--- src/design/assert_macros.svh ---
// ----------------------------------------------------------------------------
// Assertion macros
// Shared concurrent assertion forms for the device table.
// ----------------------------------------------------------------------------
`ifndef ASSERT_MACROS_SVH
`define ASSERT_MACROS_SVH

// same-cycle implication
`define ASSERT_NOW(label, clk, rst, ante, cons, msg) \
   label: assert property (@(posedge clk) disable iff (rst) (ante) |-> (cons)) \
      else $error(msg);

// next-cycle implication
`define ASSERT_NEXT(label, clk, rst, ante, cons, msg) \
   label: assert property (@(posedge clk) disable iff (rst) (ante) |=> (cons)) \
      else $error(msg);

`endif

--- src/design/dkdt_pkg.sv ---
// ----------------------------------------------------------------------------
// Device table package
// Widths, opcodes, status codes and the types passed along the cell chain.
// ----------------------------------------------------------------------------
package dkdt_pkg;

   localparam int POS_W     = 8;
   localparam int LONG_W    = 64;
   localparam int SHORT_W   = 16;
   localparam int OP_W      = 3;
   localparam int ST_W      = 2;
   localparam int IDX_OUT_W = 7;
   localparam int CNT_OUT_W = 8;

   localparam int DEF_MAX_ENTRIES = 128;
   localparam int DEF_HASH_SLOTS  = 256;

   localparam logic [OP_W-1:0] OP_FIND_LONG  = 3'd0;
   localparam logic [OP_W-1:0] OP_FIND_SHORT = 3'd1;
   localparam logic [OP_W-1:0] OP_ADD        = 3'd2;
   localparam logic [OP_W-1:0] OP_DEL_IDX    = 3'd3;
   localparam logic [OP_W-1:0] OP_DEL_LONG   = 3'd4;
   localparam logic [OP_W-1:0] OP_REWRITE    = 3'd5;

   localparam logic [ST_W-1:0] ST_OK    = 2'd0;
   localparam logic [ST_W-1:0] ST_MISS  = 2'd1;
   localparam logic [ST_W-1:0] ST_FULL  = 2'd2;
   localparam logic [ST_W-1:0] ST_RANGE = 2'd3;

   // query travelling down the chain, gathering the hit and the last entry
   typedef struct packed {
      logic               live;
      logic [OP_W-1:0]    opcode;
      logic [LONG_W-1:0]  long_key;
      logic [SHORT_W-1:0] short_key;
      logic [POS_W-1:0]   target;
      logic               found;
      logic [POS_W-1:0]   hit_pos;
      logic [LONG_W-1:0]  hit_long;
      logic [SHORT_W-1:0] hit_short;
      logic [LONG_W-1:0]  last_long;
      logic [SHORT_W-1:0] last_short;
   } tok_type;

   // broadcast write to one cell
   typedef struct packed {
      logic               long_en;
      logic               short_en;
      logic [POS_W-1:0]   pos;
      logic [LONG_W-1:0]  long_val;
      logic [SHORT_W-1:0] short_val;
   } wr_type;

   typedef struct packed {
      logic [ST_W-1:0]      status;
      logic [IDX_OUT_W-1:0] hit_index;
      logic [LONG_W-1:0]    hit_long_key;
      logic [SHORT_W-1:0]   hit_short_key;
      logic [CNT_OUT_W-1:0] entry_count;
   } res_type;

endpackage

--- src/design/dkdt_cell.sv ---
// ----------------------------------------------------------------------------
// Device table cell
// Holds one entry, matches the passing query against it and forwards the
// query, registered, to the next cell.
// ----------------------------------------------------------------------------
module dkdt_cell import dkdt_pkg::*; #(
   parameter int CELL_POS   = 0,
   parameter int HASH_SLOTS = DEF_HASH_SLOTS
) (
   input  logic             clock,
   input  logic             reset,
   input  logic [POS_W-1:0] used_count,
   input  wr_type           wr,
   input  tok_type          up_tok,
   output tok_type          down_tok
);

   localparam logic [POS_W-1:0] MY_POS   = POS_W'(CELL_POS);
   localparam logic [POS_W-1:0] NEXT_POS = POS_W'(CELL_POS + 1);
   // entries beyond the slot count never make it into a lookup index
   localparam bit INDEXED = (CELL_POS < HASH_SLOTS);

   logic [LONG_W-1:0]  long_ff,  long_in;
   logic [SHORT_W-1:0] short_ff, short_in;
   tok_type            tok_ff,   tok_in;
   logic               live_ff,  live_in;
   logic               occupied;
   logic               hit;

   always_comb begin
      occupied = (MY_POS < used_count);
      case (up_tok.opcode)
         OP_FIND_LONG:  hit = occupied && INDEXED && (long_ff == up_tok.long_key);
         OP_FIND_SHORT: hit = occupied && INDEXED && (short_ff == up_tok.short_key);
         OP_DEL_IDX,
         OP_REWRITE:    hit = occupied && (up_tok.target == MY_POS);
         OP_DEL_LONG:   hit = occupied && (long_ff == up_tok.long_key);
         default:       hit = 1'b0;
      endcase

      tok_in  = up_tok;
      live_in = up_tok.live;
      if (up_tok.live && !up_tok.found && hit) begin
         tok_in.found     = 1'b1;
         tok_in.hit_pos   = MY_POS;
         tok_in.hit_long  = long_ff;
         tok_in.hit_short = short_ff;
      end
      if (up_tok.live && (used_count == NEXT_POS)) begin
         tok_in.last_long  = long_ff;
         tok_in.last_short = short_ff;
      end

      long_in  = long_ff;
      short_in = short_ff;
      if (wr.long_en && (wr.pos == MY_POS)) begin
         long_in = wr.long_val;
      end
      if (wr.short_en && (wr.pos == MY_POS)) begin
         short_in = wr.short_val;
      end
   end

   always_ff @(posedge clock) begin
      long_ff  <= long_in;
      short_ff <= short_in;
      tok_ff   <= tok_in;
   end

   always_ff @(posedge clock) begin
      if (reset) begin
         live_ff <= 1'b0;
      end else begin
         live_ff <= live_in;
      end
   end

   always_comb begin
      down_tok      = tok_ff;
      down_tok.live = live_ff;
   end

endmodule

--- config.mk ---
export PLATFORM = sky130hd
export DESIGN_NAME = dkdt_cell
export DESIGN_NICKNAME = d
export VERILOG_FILES = /design/src/design/assert_macros.svh /design/src/design/dkdt_pkg.sv /design/src/design/dkdt_cell.sv
export SDC_FILE = /design/constraint.sdc
export NUM_CORES = 1
export LEC_CHECK = 0
export ABC_AREA = 0
export ABC_CLOCK_PERIOD_IN_PS = 6600
export BUFFER_PORTS_ARGS = -buffer_cell sky130_fd_sc_hd__buf_4
export CAP_MARGIN = 30
export CORE_AREA = 2 2 245 247
export DETAILED_ROUTE_END_ITERATION = 12
export DIE_AREA = 0 0 247 249
export GPL_TIMING_DRIVEN = 0
export HOLD_SLACK_MARGIN = 0.08
export PLACE_DENSITY = 0.37
export SYNTH_ARGS = -nofsm -noshare
export SYNTH_HDL_FRONTEND = slang
export SYNTH_SLANG_ARGS = --single-unit
--- constraint.sdc ---
create_clock -name clock -period 6.6 [get_ports clock]
set_clock_uncertainty 0.05 [all_clocks]
set_input_delay 0.33 -clock clock [delete_from_list [all_inputs] [get_ports clock]]
set_output_delay 0.33 -clock clock [all_outputs]
set_load 0.005 [all_outputs]
==> summary by stage, run 1 <==
Clock tree
The number of buffers inserted by hold repair at cts is 342. The clock latency of the later-clocked register in the worst-skew pair is roughly 550 ps. The quantity of gates resized following cts is 0.

The buffer cell driving the clock tree root is clkbuf_16. The post-CTS setup buffer count is 0. The clock-pin slew reported for the worst setup and hold paths after clock tree synthesis is 60 ps. The longest clock path from root to sink contains 3 buffers. TritonCTS built the clock tree. The TritonCTS buffer count is 42. The level count of the clock H-tree is 2. The clock net sink count is roughly 340.

Worst setup path
The termination of the worst setup path is down_tok[156]. The critical path goes through xor2_1 > nor4_1 > nand4_1 > nor4_1 > buf_2 > a32oi_1 > buf_4 > buf_6 > mux2_4. The nature of the critical path startpoint is a register. Together, buffers and inverters on the worst path number 3.

The data required time of the worst path is 6980 ps. On the critical path the largest part of the delay comes from simple AND/OR/NAND/NOR gates. The worst reg2reg path startpoint is long_ff[62]. The endpoint class of the critical path is a register. The critical path starts at long_ff[62]. The number of cells on the worst reg-to-reg path is 9.

The setup path with the least slack is of type register to register. The maximum fanout along the worst path is 10. The most prevalent standard cell on the critical path is nor4_1. In this design, the stage delay of the slowest critical-path cell is 650 ps.

The setup slack of the worst register-to-register path is 3000 ps. The slowest stage of the critical path is the nor4_1 cell. The number of cells on the critical path is 9. The arrival time of data at the critical path endpoint is 3980 ps. The endpoint of the most critical register-to-register path is down_tok[156].

Route
After detailed routing, the average wire length per cell comes to between 20 and 25 um. The vias per cell is approximately 3.7. The first TritonRoute pass finished after 4 iterations.

The number of antenna-violating nets in the routed design is 0. For this run, design rule violations remaining after detail routing come to 0. The routed layout has roughly 9000 vias. The detailed router finished its first iteration with 244 violations. The wire length after detailed routing is 50310 um.

Placement
The congestion estimate from routability-driven global placement came to 0.7774. The instance area after placement is 16460 sq um. The sum of net half-perimeters after detailed placement is 39420 um. The number of cells after detailed placement is 2078.

The pre-CTS setup slack is 2656 ps. The number of buffers inserted by port buffering is 621.

Global routing
The number of antenna violations at the first check in global routing is 3. The total overflow left after global routing is 0. The number of global-route vias before repair came to 10300. The global router's overall resource usage is 15.91%.

Entering global routing, the biggest net connects 39 pins. The first global-routing pass estimated around 70000 um of wire.

STA
In the post-route analysis, the smallest setup slack over all paths is 2997 ps. In this run the tightest slew margin relative to its limit is 37.64%. After layout, the minimum clock period comes to ~3600 ps.

Setup violations remaining at the end of the flow were counted as 0. Setup repair after global routing left no endpoint under its margin. Final hold analysis gives a worst-case slack of 232.1 ps. The final hold violation count is 0. The worst path uses between 50% and 60% of the clock period. The number of max-slew violations in the final report is 0. The measured slew at the worst slew-check pin is 935.4 ps. Based on the critical path, the design can be clocked at up to ~280 MHz.

Adding up every negative setup slack in the final design gives 0 ps.

Power and ir drop
In this run the static leakage power is 9.315 nW. The part of the power in the clock network is 46.4%. IR analysis of the VDD net gives a maximum drop of ~150 uV. The combinational share of power is 11.3%. The internal cell power is 4.178 mW. The power density over the cells is 248.5 nW/um^2. The switching share of total power is 21.34%. The reported net switching power is approximately 1.1 mW. The sequential share of power is 42.3%. The design draws 5.311 mW.

Finish
The layout overhead on the synthesized area is 100.6%. The count of cells in the finished layout, fillers not included, comes to 2500. The layout has 5803 filler cells. The sequential standard cell area is 7627 sq um.

The library cell used most frequently in the layout, excluding fill and tap cells, is buf_4. In the layout the commonest cells are 623 x buf_4, 342 x dlygate4sd3_1, 261 x dfxtp_1. The final core utilization is 36.43%. The proportion of layout cells with a drive suffix above 1 is 50.41%.

For this run, the post-layout net count is about 2000. The finished cells cover 21380 sq um. In the final layout, the multi-input gates occupy slightly below 3000 sq um.

Logic synthesis
Of all flip-flops after synthesis, the portion carrying an async set or reset was 0%. In this run the cell area of the synthesized design comes to ~11000 sq um. The most frequently used flop master after synthesis is dfxtp_1. The Yosys step of the flow raised 0 warnings.

Each instance of the synthesized netlist takes up on average 15.81 sq um. After synthesis, flip-flops and latches occupy between 70% and 80% of the total area. The number of distinct library cells after synthesis is 33.

The synthesized net count is 1035. The count of flip-flops with a built-in enable after synthesis is 80. The number of synthesized register bits is 341.

Synthesis produced a netlist whose cell count is 674.

Floorplan
The total I/O pin count is 622. The y dimension of the die is 249 um. The effective utilization at floorplan is 18.16%. The die is 247 um wide. The total area inside the core boundary comes to just under 60000 sq um. The standard-cell row count is 89. The floorplan die area is 61500 sq um.

Flow run
Across the run, the number of max-cap violations was 0.

Status
The run finished with clean final reports.

Worst hold path
The path type of the worst min-delay path is primary input to register.
-- registers in the layout (all words and copies together), names as in the netlist --
register  count
live_ff       1
down_tok    260
short_ff     16
long_ff      64
-- per-layer routing --
layer,part of all wire (%),track usage (%),vias to the layer above
li1,-,-,4433
met1,41,18.81,4360
met2,51,28.53,339
met3,5.3,3.221,81
met4,2.8,5.060,0
met5,0,0,-
-- cell usage after synthesis (3+ instances only) --
cell,number,area share (%)
dfxtp_1,261,49
and3_1,3,0.18
nor4_1,20,1.2
xor2_1,55,4.5
buf_2,6,0.28
xnor2_1,9,0.74
o22ai_1,7,0.41
mux2_2,150,16
clkbuf_1,9,0.32
mux2_4,10,1.4
edfxtp_1,80,23
nand2_1,4,0.14
nand4_1,5,0.29
nor2b_1,7,0.41
and2_1,8,0.47
inv_1,15,0.53
-- worst min-delay path by stage --
stage                start            end  slack (ps)  depth (start not counted)
2_1_floorplan  up_tok[169]  down_tok[169]         310                          0
3_3_place_gp   up_tok[170]  down_tok[170]         390                          1
3_5_place_dp   up_tok[173]  down_tok[173]         400                          1
4_1_cts             wr[88]    short_ff[9]         190                          2
5_1_grt             wr[88]    short_ff[9]         210                          2
6_report            wr[88]    short_ff[9]         230                          2
-- area by class of cell --
type,instances,area share [%]
timing repair buffer,974,38.61
sequential,341,35.68
multi-input combinational,300,13.52
clock buffer,60,5.964
tap,773,4.524
clock inverter,18,1.001
buffer,18,0.4214
inverter,15,0.2634
antenna,1,0.01171
-- power by group through the flow --
stage          logic [mW]  clock network [mW]  registers [mW]
2_1_floorplan      0.0686                   0            2.30
3_3_place_gp        0.427                   0            2.29
3_5_place_dp        0.428                   0            2.29
4_1_cts             0.608                2.54            2.25
5_1_grt             0.639                2.63            2.26
6_report            0.598                2.46            2.25
-- kinds of logic (layout without fill, tap and decap cells) --
family | after synthesis | in the layout | share of synthesized area (%)
AOI/OAI and AO/OA | 20 | 20 | 1.432
xor gates and xnor gates | 64 | 64 | 5.259
buffers and inverters | 33 | 1085 | 1.373
DFF | 341 | 341 | 71.57
muxes | 160 | 160 | 17.26
other | 0 | 1 | 0
and+or+nand+nor | 56 | 56 | 3.111
(Power assumes the default switching activity.)
==> inputs of run 2 (changes only) <==
ABC_CLOCK_PERIOD_IN_PS = 3400   (was 6600)
CORE_AREA = 2 2 242 244   (was 2 2 245 247)
DIE_AREA = 0 0 244 246   (was 0 0 247 249)
PLACE_DENSITY = 0.38   (was 0.37)
clock period = 3.4 ns   (was 6.6 ns; I/O delays follow)
==> summary by stage, run 2 (synthesis results as in run 1) <==
Status
The run finished with clean final reports.

Clock tree
The clock-pin slew reported for the worst setup and hold paths after clock tree synthesis is 60 ps (about the same). The clock latency of the later-clocked register in the worst-skew pair was 570 ps (+20 ps). The clock net sink count was 341 (unchanged). The TritonCTS clock tree is built.

The clock tree buffer depth was 3 (unchanged). The level count of the clock H-tree was 2 (unchanged). The post-CTS setup buffer count was 0 (unchanged). The TritonCTS buffer count is 43 (+2.4%). The tree is rooted in a clkbuf_16.

Route
The detailed-route DRC error count was 0 (unchanged). The vias per cell is 3.716 (+0.84%). The starting DRC count in detailed routing is 255 (+4.5%). The routed length per instance was 20.16 um (+0.16%).

The detailed-route via count is 9246 (+0.36%). The number of iterations in the first detailed-routing pass is 4 (unchanged). The wire length after detailed routing came to 50150 um (-0.32%). The number of antenna-violating nets in the routed design is 0 (unchanged).

Worst setup path
The critical path ends at down_tok[149]. The startpoint identified for the worst register-to-register timing path is long_ff[42]. The arrival time of data at the critical path endpoint is 3540 ps (-440 ps). The worst setup path is of the register to register kind. The number of cells on the worst reg-to-reg path was 9 (unchanged). The worst setup path startpoint is long_ff[42]. STA classifies the critical path startpoint as a register. The data required time of the worst path is 3790 ps (-3190 ps). The setup slack of the worst register-to-register path is 260 ps (-2740 ps).

The maximum fanout along the worst path is 10 (unchanged). The worst setup path is captured at a register. In this run the critical register-to-register path is captured at down_tok[149].

STA
The number of max-slew violations in the final report came to 0 (unchanged). The number of setup violations in the final report was 0 (unchanged). The measured slew at the worst slew-check pin is 925.3 ps (-10.03 ps). The fmax is 318.2 MHz (+15%). The worst relative slew slack came to 38.31% (+0.67 points).

The final hold violation count is 0 (unchanged). Setup repair after global routing left no endpoint under its margin. The final clock period utilization by the worst path was 92.44% (+38 points). The minimum clock period after layout is 3143 ps (-460.1 ps). The worst hold slack is 212.0 ps (-20.11 ps).

Finish
The final core utilization came to 37.06% (+0.63 points). The most common library cell in the layout ignoring fill and taps is buf_4. The number of nets in the layout is 2049 (-0.19%). The layout overhead on the synthesized area is 99.45%. The flip-flop count of the largest register, all copies and words added was 260 (unchanged).

The proportion of layout cells with a drive suffix above 1 is 50.93% (+0.52 points). The library cells used most frequently in the layout, excluding fill and tap cells, are 623 x buf_4, 342 x dlygate4sd3_1, 261 x dfxtp_1. The count of non-filler cells in the finished layout came to 2488 (-0.48%).

Placement
The number of cells after detailed placement is 2066 (-0.58%). The final RePlAce weighted congestion is 0.8293 (+6.7%). The sum of net half-perimeters after detailed placement came to 38850 um (-1.4%).

The number of buffers inserted by port buffering is 621 (unchanged).

Global routing
The overflow left after global routing is 0 (unchanged). The first-pass GRT wire length is 69950 um (-0.59%). The global router's overall resource usage is 16.09% (+0.18 points).

The number of antenna violations at the first check in global routing is 2 (-1). The number of global-route vias before repair was 10270 (-0.27%). The maximum number of pins on one net before global-route repair is 39 (unchanged).

Floorplan
The floorplan die area came to 60020 sq um (-2.4%). The total I/O pin count is 622 (unchanged). The standard-cell row count is 88 (-1.1%). The y dimension of the die is 246 um (-1.2%). The placeable core region was 57370 sq um (-2.2%). The effective utilization at floorplan is 18.58% (+0.42 points). The horizontal die dimension is 244 um (-1.2%).

Power and ir drop
The worst supply voltage drop on vdd is 408.5 uV (+170%). The power density over the cells was 469.8 nW/um^2 (+89%). The leakage power total is 9.225 nW (-0.97%).

Worst hold path
The worst hold path belongs to the class primary input to register. The cell depth of the worst hold path came to 2 (unchanged).

Flow run
The number of max-cap violations is 0 (unchanged).
==> run 2: layout make-up <==
| class | count | area, sq um |
|---|---|---|
| well taps | 765 | 957.2 |
| multi-input cells | 300 | 2984 |
| inverters | 15 | 56.30 |
| repair buffers | 969 | 8164 |
| flip-flops and latches | 341 | 7627 |
| clock inverters | 16 | 100.1 |
| plain buffers | 18 | 90.09 |
| clock buffers | 63 | 1275 |
| fillers | 5696 | 36110 |
| diodes | 1 | 2.502 |
==> run 2: critical path: stages (launching register included) <==
cell and delay, ps:
edfxtp_1 490, xor2_1 230, nor4_4 410, nand4_1 270
nor4_2 340, buf_2 220, a32oi_4 200, buf_4 280
buf_6 190, mux2_4 320
==> run 2: report_power, final <==
| group | total, mW | internal (mW) | leakage [nW] | switching [mW] |
|---|---|---|---|---|
| sequential | 4.36 | 4.31 | 2.92 | 0.0490 |
| clock | 4.45 | 2.61 | 0.680 | 1.84 |
| combinational | 1.17 | 0.810 | 5.62 | 0.361 |
==> run 2: worst min-delay path by stage <==
| stage | startpoint | endpoint | slack, ps |
|---|---|---|---|
| after floorplan | up_tok[169] | down_tok[169] | 150 |
| after global placement | up_tok[170] | down_tok[170] | 230 |
| after detailed placement | up_tok[170] | down_tok[170] | 240 |
| after CTS | up_tok[241] | down_tok[241] | 170 |
| after global routing | up_tok[235] | down_tok[235] | 190 |
| final | wr[89] | long_ff[31] | 210 |
==> run 2: per-layer routing <==
layer | global-route usage [%] | wire length [um]
met1 | 19.70 | 20930
met2 | 28.15 | 25280
met3 | 3.399 | 2589
met4 | 5.093 | 1337
met5 | 0 | 13
==> run 2: what timing repair did <==
action / in CTS / in global routing
hold buffers: 342 / 0
endpoints found under the setup margin: 89 / 11
gates resized for setup: 12 / 2
endpoints found under the hold margin: 341 / 0
==> run 2: stage by stage <==
| step | setup TNS, ps | power, mW | area [sq um] | setup slack (ps) |
|---|---|---|---|---|
| floorplan | 0 | 4.600 | 10660 | 870.3 |
| global placement | -241830 | 5.282 | 16280 | -2112 |
| detailed placement | -38520 | 5.284 | 16360 | -570.9 |
| CTS | 0 | 10.17 | 21240 | 34.41 |
| global route | 0 | 10.40 | 21260 | 36.66 |
| finish | 0 | 9.986 | 21260 | 257.2 |
